==> src/rtl/abkf_pkg.sv <==
// Shared types and constants for the angle and bias Kalman filter.
`default_nettype none
package abkf_pkg;
  localparam int unsigned DATA_W = 32;
  localparam int unsigned NOISE_W = 31;
  localparam int unsigned DT_W = 16;
  localparam int unsigned DT_FRAC = 16;
  localparam int unsigned CFG_IDX_W = 2;
  localparam int unsigned PROD_W = 64;
  localparam int unsigned DIV_STEPS = 64;

  localparam logic [CFG_IDX_W-1:0] REG_ANGLE_NOISE = 2'd0;
  localparam logic [CFG_IDX_W-1:0] REG_BIAS_NOISE = 2'd1;
  localparam logic [CFG_IDX_W-1:0] REG_MEAS_NOISE = 2'd2;

  localparam logic [NOISE_W-1:0] ANGLE_NOISE_RST = 31'd268435;
  localparam logic [NOISE_W-1:0] BIAS_NOISE_RST = 31'd805306;
  localparam logic [NOISE_W-1:0] MEAS_NOISE_RST = 31'd80530637;

  localparam logic signed [DATA_W-1:0] S32_MAX = 32'sh7fffffff;
  localparam logic signed [DATA_W-1:0] S32_MIN = 32'sh80000000;

  // Clamp a 34-bit signed sum to 32 bits.
  function automatic logic signed [DATA_W-1:0] sat34(input logic signed [33:0] v);
    logic signed [DATA_W-1:0] r;
    if (v > 34'sh007fffffff) r = S32_MAX;
    else if (v < -34'sh0080000000) r = S32_MIN;
    else r = v[DATA_W-1:0];
    return r;
  endfunction
endpackage
`default_nettype wire

==> src/rtl/abkf_mul.sv <==
// Shared signed multiplier with rounding shift and saturation, registered product.
`default_nettype none
module abkf_mul (
  input  wire logic                              clk,
  input  wire logic signed [abkf_pkg::DATA_W-1:0] a,
  input  wire logic signed [abkf_pkg::DATA_W-1:0] b,
  input  wire logic [5:0]                        shift,
  output logic signed [abkf_pkg::DATA_W-1:0]     y
);
  logic signed [abkf_pkg::PROD_W-1:0] prod_r;
  logic [5:0] shift_r;
  logic signed [abkf_pkg::PROD_W-1:0] rnd;
  logic signed [abkf_pkg::PROD_W-1:0] shifted;

  always_ff @(posedge clk) begin
    prod_r <= abkf_pkg::PROD_W'(a) * abkf_pkg::PROD_W'(b);
    shift_r <= shift;
  end

  always_comb begin
    rnd = prod_r + (abkf_pkg::PROD_W'(1) <<< (shift_r - 6'd1));
    shifted = rnd >>> shift_r;
    if (shifted > 64'sh7fffffff) y = abkf_pkg::S32_MAX;
    else if (shifted < -64'sh80000000) y = abkf_pkg::S32_MIN;
    else y = shifted[abkf_pkg::DATA_W-1:0];
  end
endmodule
`default_nettype wire

==> config.mk <==
export PLATFORM = sky130hd
export DESIGN_NAME = abkf_mul
export DESIGN_NICKNAME = d
export VERILOG_FILES = /design/src/rtl/abkf_pkg.sv /design/src/rtl/abkf_mul.sv
export SDC_FILE = /design/constraint.sdc
export NUM_CORES = 2
export LEC_CHECK = 0
export ABC_AREA = 1
export BUFFER_PORTS_ARGS = -buffer_cell sky130_fd_sc_hd__buf_2
export CORE_MARGIN = 2
export CORE_UTILIZATION = 61
export CTS_CLUSTER_SIZE = 20
export DETAILED_ROUTE_END_ITERATION = 8
export HOLD_SLACK_MARGIN = 0.05
export PLACE_DENSITY = 0.81
export SLEW_MARGIN = 15
export SYNTH_ARGS = -nofsm -noshare
export SYNTH_HDL_FRONTEND = slang
export SYNTH_SLANG_ARGS = --single-unit
==> constraint.sdc <==
create_clock -name clk -period 8.06 [get_ports clk]
set_input_delay 0.806 -clock clk [delete_from_list [all_inputs] [get_ports clk]]
set_output_delay 0.806 -clock clk [all_outputs]
set_load 0.1 [all_outputs]
==> results.tsv <==
metric	value	unit
footprint of the multi-input gates	39700	µm²
hold path startpoint	shift[4]	
commonest register cell after synthesis	dfxtp_1	
area delta synth->final	6.50	%
net count after synthesis	8366	
area leader, netlist	fa_1	
layout cell share with drive strength beyond 1	0.0675	
Nets	8447	
Root Driver	clkbuf_16	
Max Cap Violations	0	
pin count of the biggest net entering global routing	96	
dpl hpwl	130000	µm
most used cell, CP	fa_1	
final hold slack	0.531	ns
chip height	288	µm
# DRC	0	
Post-Syn Area	49300	µm²
Slowest-stage cell, CP	fa_1	
initial antenna violation count	7	
Post-DP Area	52100	µm²
CTS buffer count	9	
die area	83000	µm²
antenna viol nets, final	0	
Setup crit start	a[15]	
outcome	complete, no violations	
Finished Core Util	0.653	
max frequency	0.128	GHz
All-Layer GR Usage	0.377	
number of core rows	104	
Yosys top cell area share	0.440	
CTS clk-pin slew, worst paths	0.06	ns
CP max FO	22	
Max transition margin	0.322	
1st-iter DRT viols	3912	
Post-Syn Instances	6965	
Setup TNS	0	ns
worst min path class	in -> reg	
period utilization	0.971	
routed vias	44200	
H-tree level count	3	
Final Max Tran Viols	0	
commonest non-fill, non-tap cell in the layout	nand2_1	
Max clock buf depth	2	
IO Count	103	
synth unique cells	50	
met3 routed WL	12200	µm
met1 WL	57500	µm
routed wire length	150000	µm
crit start category	primary input	
drt pass-1 iters	8	
first-pass GRT wire length	243000	µm
crit path capture type	register	
Wirelength per Cell	18.5	µm
Largest stage delay, worst path	0.59	ns
FFs w/ async S/R, synth	0	
register area share after synthesis	0.0285	
commonest cells after routing, fill and taps aside	2,152 x nand2_1, 1,834 x inv_1, 1,083 x fa_1, 370 x nand3_1, 297 x nor2_1	
YS warnings	0	
global-route congestion overflow total	0	
vias per std cell	5.45	
crit path DAT	8.11	ns
hold path endpoint	shift_r[4]$_DFF_P_	
CTS tree	yes	
quantity of I/O buffers inserted on ports	102	
Crit Path Category	in -> reg	
vias in the first global route	46400	
# clock sinks	70	
Final Setup Violations	0	
hold_buf cts	0	
Placer Congestion	1.05	
routed wl met2	70800	µm
worst slew pin tran	1.02	ns
Max Used Layer	met5	
Area contributors post-synth	fa_1 44%, nand2_1 16%, inv_1 14%, ha_1 6.3%, nand3_1 3.8%	
Hold Path Stages	1	
fin crit period	7.83	ns
Synth Register Bits	70	
Filler cells	7124	
initial core utilization	0.613	
Register Area	1410	µm²
final instance area	52500	µm²
syn avg cell area	7.07	µm²
CP Data Required Time	8.34	ns
core area	80300	µm²
die width	288	µm
number of flops mapped to enable cells by yosys	0	
Final Hold Fails	0	
[through the flow]
| step | worst slack (ns) | std cells |
|---|---|---|
| 4_1_cts | 0.00677 | 8111 |
| 3_3_place_gp | -0.203 | 8095 |
| 5_1_grt | -0.0533 | 8116 |
| 6_report | 0.234 | 8117 |
| 2_1_floorplan | 0.401 | 6965 |
| 3_5_place_dp | -0.354 | 8095 |
[layout make-up]
class                   instances  share of cell area
flip-flops and latches         70              0.0268
diodes                          6            0.000286
multi-input cells            4750               0.757
repair buffers                366              0.0519
inverters                    1849               0.132
clock inverters                 6             0.00165
well taps                    1060              0.0253
clock buffers                  10             0.00436
[flip-flops by register name (all words and copies together), names as in the netlist]
signal / cells
prod_r: 64
shift_r: 6
[cells in the mapped netlist, drive strengths merged, types with 7 or more instances]
cell	count
ha	247
a31oi	40
or2	12
dfxtp	70
nand2	2176
nor3	24
inv	1846
xnor2	33
nand3	384
a21oi	131
o22ai	7
fa	1083
nand3b	9
o211ai	13
o21ai	137
buf	66
o21a	7
nor4	7
xor2	73
clkbuf	230
nor2	313
nand4	9
[worst max-delay path by stage]
stage                    endpoint  cells after the start  slack, ns
3_3_place_gp   prod_r[59]$_DFF_P_                     30      -0.20
2_1_floorplan  prod_r[61]$_DFF_P_                     33       0.40
3_5_place_dp   prod_r[59]$_DFF_P_                     30      -0.35
6_report       prod_r[52]$_DFF_P_                     30       0.23
5_1_grt        prod_r[56]$_DFF_P_                     35      -0.05
4_1_cts        prod_r[59]$_DFF_P_                     30      0.007
[critical path: cells and delay by family]
kind	cells	cell delay [ns]
AND/OR/NAND/NOR	5	0.60
buffers and inverters	9	1.11
adder cells (fa/ha/maj)	9	4.39
XOR/XNOR	1	0.16
AO/OA/AOI/OAI	6	1.04
[layer usage]
layer	global-route usage	up-vias
met1	0.479	21400
met4	0.199	2
met2	0.631	2142
li1	-	20200
met5	0	-
met3	0.0497	508
[kinds of logic after synthesis]
kind of cell | share of synthesized area
xor gates and xnor gates | 0.0190
buffers and inverters | 0.166
adders and majority gates | 0.503
AOI/OAI and AO/OA | 0.0420
DFF | 0.0285
and+or+nand+nor | 0.241
muxes | 0.00122
[what timing repair did]
action | CTS | global route
buffers inserted | 0 | 0
setup endpoints to repair | 0 | 14
gates resized for setup | 0 | 21
Power is not shown: default switching activity piles up to over one toggle a cycle in this logic, so the estimate is an artifact.
