**src/rtl/abkf_pkg.sv**
```systemverilog
// Shared types and constants for the angle and bias Kalman filter.
`default_nettype none
package abkf_pkg;
  localparam int unsigned DATA_W = 32;
  localparam int unsigned NOISE_W = 31;
  localparam int unsigned DT_W = 16;
  localparam int unsigned DT_FRAC = 16;
  localparam int unsigned CFG_IDX_W = 2;
  localparam int unsigned PROD_W = 64;
  localparam int unsigned DIV_STEPS = 64;

  localparam logic [CFG_IDX_W-1:0] REG_ANGLE_NOISE = 2'd0;
  localparam logic [CFG_IDX_W-1:0] REG_BIAS_NOISE = 2'd1;
  localparam logic [CFG_IDX_W-1:0] REG_MEAS_NOISE = 2'd2;

  localparam logic [NOISE_W-1:0] ANGLE_NOISE_RST = 31'd268435;
  localparam logic [NOISE_W-1:0] BIAS_NOISE_RST = 31'd805306;
  localparam logic [NOISE_W-1:0] MEAS_NOISE_RST = 31'd80530637;

  localparam logic signed [DATA_W-1:0] S32_MAX = 32'sh7fffffff;
  localparam logic signed [DATA_W-1:0] S32_MIN = 32'sh80000000;

  // Clamp a 34-bit signed sum to 32 bits.
  function automatic logic signed [DATA_W-1:0] sat34(input logic signed [33:0] v);
    logic signed [DATA_W-1:0] r;
    if (v > 34'sh007fffffff) r = S32_MAX;
    else if (v < -34'sh0080000000) r = S32_MIN;
    else r = v[DATA_W-1:0];
    return r;
  endfunction
endpackage
`default_nettype wire

```
**src/rtl/abkf_div.sv**
```systemverilog
// Restoring divider, one quotient bit per cycle, truncating toward zero, saturated.
`default_nettype none
module abkf_div #(
  parameter int unsigned COV_FRAC_BITS = 28
) (
  input  wire logic                              clk,
  input  wire logic                              rst_n,
  input  wire logic                              start,
  input  wire logic signed [abkf_pkg::DATA_W-1:0] num,
  input  wire logic signed [abkf_pkg::DATA_W-1:0] den,
  output logic                                   done,
  output logic signed [abkf_pkg::DATA_W-1:0]     quo
);
  localparam int unsigned NW = abkf_pkg::DIV_STEPS;
  logic [NW-1:0] n_r;
  logic [NW-1:0] q_r;
  logic [abkf_pkg::DATA_W:0] rem_r;
  logic [abkf_pkg::DATA_W-1:0] d_r;
  logic neg_r;
  logic [6:0] cnt_r;
  logic busy_r;
  logic [abkf_pkg::DATA_W:0] trial;
  logic [abkf_pkg::DATA_W:0] shifted;
  logic [NW-1:0] mag;

  assign mag = num[abkf_pkg::DATA_W-1]
             ? NW'(-(64'(signed'(num)))) << COV_FRAC_BITS
             : NW'(num) << COV_FRAC_BITS;
  assign shifted = {rem_r[abkf_pkg::DATA_W-1:0], n_r[NW-1]};
  assign trial = shifted - {1'b0, d_r};

  always_ff @(posedge clk) begin
    if (!rst_n) begin
      busy_r <= 1'b0;
      done <= 1'b0;
      cnt_r <= '0;
    end else begin
      done <= 1'b0;
      if (start) begin
        busy_r <= 1'b1;
        cnt_r <= 7'(NW);
        n_r <= mag;
        q_r <= '0;
        rem_r <= '0;
        d_r <= den;
        neg_r <= num[abkf_pkg::DATA_W-1];
      end else if (busy_r) begin
        n_r <= n_r << 1;
        if (!trial[abkf_pkg::DATA_W]) begin
          rem_r <= trial;
          q_r <= {q_r[NW-2:0], 1'b1};
        end else begin
          rem_r <= shifted;
          q_r <= {q_r[NW-2:0], 1'b0};
        end
        cnt_r <= cnt_r - 7'd1;
        if (cnt_r == 7'd1) begin
          busy_r <= 1'b0;
          done <= 1'b1;
        end
      end
    end
  end

  always_comb begin
    if (neg_r) begin
      if (q_r > 64'h80000000) quo = abkf_pkg::S32_MIN;
      else quo = -signed'(q_r[abkf_pkg::DATA_W-1:0]);
    end else begin
      if (q_r > 64'h7fffffff) quo = abkf_pkg::S32_MAX;
      else quo = q_r[abkf_pkg::DATA_W-1:0];
    end
  end
endmodule
`default_nettype wire

```
**config.mk**
```make
export PLATFORM = sky130hd
export DESIGN_NAME = abkf_div
export DESIGN_NICKNAME = d
export VERILOG_FILES = /design/src/rtl/abkf_pkg.sv /design/src/rtl/abkf_div.sv
export SDC_FILE = /design/constraint.sdc
export NUM_CORES = 1
export LEC_CHECK = 0
export BUFFER_PORTS_ARGS = -buffer_cell sky130_fd_sc_hd__buf_2
export CORE_MARGIN = 2
export CORE_UTILIZATION = 45
export DETAILED_ROUTE_END_ITERATION = 10
export PLACE_DENSITY_LB_ADDON = 0.3
export REMOVE_ABC_BUFFERS = 1
export SYNTH_ARGS = -nofsm -noshare
export SYNTH_HDL_FRONTEND = slang
export SYNTH_SLANG_ARGS = --single-unit
export TNS_END_PERCENT = 5
```
**constraint.sdc**
```tcl
create_clock -name clk -period 4.3 [get_ports clk]
set_clock_uncertainty 0.2 [all_clocks]
set_input_delay 0.215 -clock clk [delete_from_list [all_inputs] [get_ports clk]]
set_output_delay 0.215 -clock clk [all_outputs]
set_load 0.005 [all_outputs]
```
==> flow_summary_export.csv <==
group,metric,value,unit
status,status,"finished, final reports clean",
synthesis,ys_async_sr_fraction,0,%
drt,postRouteAntennaNets,0,
drt,drt_iter0_drc,652,
grt,grtUsageTotal,20.75,%
synthesis,synth.distinct_cells,77,
synthesis,synth_warnings,0,
synthesis,synth_seq_area_share,49.42,%
sta,finalCriticalPeriod,4.282,ns
grt,busiest_layer,"met2",
worst_hold_path,hold_path_class,"primary input to flop",
drt,drc,0,
synthesis,avgSynthCellArea,10.15,µm²
synthesis,synth_top_area_share,47.68,%
sta,hold_viol,0,
floorplanning,die_w,156.0,µm
floorplanning,die_area,24320,µm²
sta,grt_setup_unrepaired,"true",
final_layout,n_fill_cell,1950,
synthesis,ys_seq_elements,174,
floorplanning,num_rows,55,
final_layout,drive_above_1_share,17.61,%
final_layout,area_growth,21.76,%
synthesis,synthCells,1024,
grt,use_met1,28.77,%
placement,gp_congestion,0.9191,
sta,fmax,233.5,MHz
clocking,htreeDepth,4,
clocking,cts_buffers,17,
grt,grt_overflow,0,
power,power.density,376.7,nW/µm²
grt,grt_max_degree,104,
drt,via_count,8556,
placement,dp_hpwl,16.40,mm
sta,min_period_over_period,99.58,%
worst_setup_path,rrSetupSlack,0.20,ns
synthesis,syn_area,10390,µm²
worst_setup_path,cp.required,3.88,ns
grt,grt_first_pass_wirelength,40.57,mm
synthesis,synthTopCellsByCount,"edfxtp_1, a21oi_1, nor2_1",
drt,avgRoutedWirePerCell,17.50,µm
clocking,tritoncts,"done",
sta,drv_slew,0,
clocking,clockRootBuffer,"clkbuf_16",
worst_setup_path,cp.arrival,3.87,ns
grt,met2_usage,33.08,%
grt,antenna_found_initial,0,
grt,grt_pass1_vias,8118,
power,p_leak,4.772,nW
floorplanning,io_pins,100,
grt,grt_util_met3,3.472,%
drt,vias_per_cell,5.832,
synthesis,synth_ff_type,"edfxtp_1",
job,maxCapViolations,0,
synthesis,synth.area.top_cells,"edfxtp_1, ha_1, nor2b_1, a21oi_1, xor2_1",
sta,setup_ws,0.01814,ns
floorplanning,coreArea,22640,µm²
floorplanning,initial_utilization,45.90,%
sta,finalSetupViolations,0,
power,peakVddDrop,0.0002468,V
synthesis,yosysMostFrequentCell,"edfxtp_1",
placement,dpl_worst_slack,0.3173,ns
clocking,clk_pin_slew,0.08,ns
sta,max_slew_margin,25.99,%
worst_setup_path,crit_path_start_kind,"flop",
drt,drtPass1Iterations,5,
clocking,clkLatencyLatePin,0.44,ns
drt,drt-total-wl,25.68,mm
sta,tightest_slew,1.109,ns
synthesis,synth_edf_count,165,
worst_setup_path,critPathKind,"flop to primary output",
placement,portBuffers,99,
synthesis,yosysTopAreaCell,"edfxtp_1",
final_layout,final_nets,1272,
clocking,clkSinkCount,174,
worst_setup_path,endpoint_kind,"primary output",
floorplanning,fp.dieH,156.0,µm
clocking,clockBufferDepth,2,
worst_setup_path,crit_fanout,7,
sta,setup-tns-final,0,ns
==> stage by stage <==
stage / cells / total power [mW] / instance area (µm²) / hold slack (ns) / util [%]
2_1_floorplan: 969 / 2.786 / 10160 / 0.1139 / -
3_3_place_gp: 1374 / 3.103 / 11220 / 0.1914 / 49.54
3_5_place_dp: 1374 / 3.119 / 11220 / 0.1931 / 49.54
4_1_cts: 1459 / 4.760 / 12380 / 0.00008760 / 54.68
5_1_grt: 1466 / 4.986 / 12650 / 0.003054 / 55.87
6_report: 1467 / 4.766 / 12650 / 0.01778 / 55.88
==> registers in the layout, indices dropped and copies added, names as in the netlist <==
signal	cells
q_r	64
busy_r	1
rem_r	32
cnt_r	7
d_r	32
n_r	36
neg_r	1
done	1
==> routing by layer <==
| layer | part of all wire (%) | wire length [µm] |
|---|---|---|
| met2 | 46 | 11880 |
| met1 | 46 | 11910 |
| met3 | 5.3 | 1365 |
| met4 | 2.0 | 517 |
| met5 | 0 | 0 |
==> worst max-delay path, cell delays in order, from the launching register on <==
cell	delay (ns)
edfxtp_1	0.44
inv_2	0.13
ha_4	0.16
or3b_4	0.40
or4b_4	0.52
or4_4	0.53
o41ai_4	0.27
buf_4	0.24
nand3_4	0.18
o311ai_4	0.38
buf_2	0.17
==> kinds of logic (layout without fill, tap and decap cells) <==
logic type	count (synthesis)	in the layout	share of synthesized area, %
AO/OA/AOI/OAI	288	288	18.64
XOR/XNOR	56	56	4.720
adder cells (fa/ha/maj)	37	37	4.527
buffers and inverters	108	261	4.154
flip-flops	174	174	49.42
multiplexers	1	1	0.09633
other	0	1	0
AND/OR/NAND/NOR	360	364	18.45
==> placed cells by master (no fill, tap or decap), types with 10 or more instances in the layout <==
master,synthesis,routed
nor2_1,77,77
a31o_1,10,10
dlygate4sd3_1,0,50
buf_4,0,23
o21ai_0,33,30
nand2_1,67,67
buf_2,3,98
nand3_1,23,23
o21ai_1,35,38
nand4_1,13,13
xnor2_1,21,21
nor4_1,19,17
or3_1,18,16
nor3_1,24,22
edfxtp_1,165,165
clkbuf_16,0,17
o31ai_1,14,11
o311ai_2,1,10
inv_1,51,49
a21o_1,13,13
xor2_1,35,35
ha_1,36,35
nor2b_1,72,72
a21oi_1,77,76
==> where the power goes <==
group	total (mW)	internal, mW	switching (mW)
Clock	1.60	0.843	0.758
Sequential	2.10	2.02	0.0810
Combinational	1.07	0.449	0.617
Total	4.77	3.31	1.46
==> repair_timing <==
action,4_1_cts,5_1_grt
pin swaps,3,5
hold endpoints to repair,51,0
gates cloned,1,3
setup endpoints to repair,25,29
gates resized for setup,4,37
buffers inserted,2,4
hold buffers,50,0
==> path summary, 6_finish.rpt <==
check | from | endpoint | cells after the start
setup / recovery | q_r[0] | quo[25] | 10
hold / removal | num[10] | n_r[38] | 3
setup reg to reg | n_r[63] | rem_r[13] | 14
hold reg to reg | cnt_r[1] | cnt_r[1] | 2
==> area by class of cell <==
type	instances	area, µm²	share of cell area (%)
sequential	174	5135	40.59
multi-input combinational	746	5106	40.36
timing repair buffer	176	1237	9.781
clock buffer	17	425.4	3.362
tap	285	356.6	2.818
inverter	53	198.9	1.572
clock inverter	15	190.2	1.503
antenna	1	2.502	0.01978
Power figures use the tool's default switching activity.
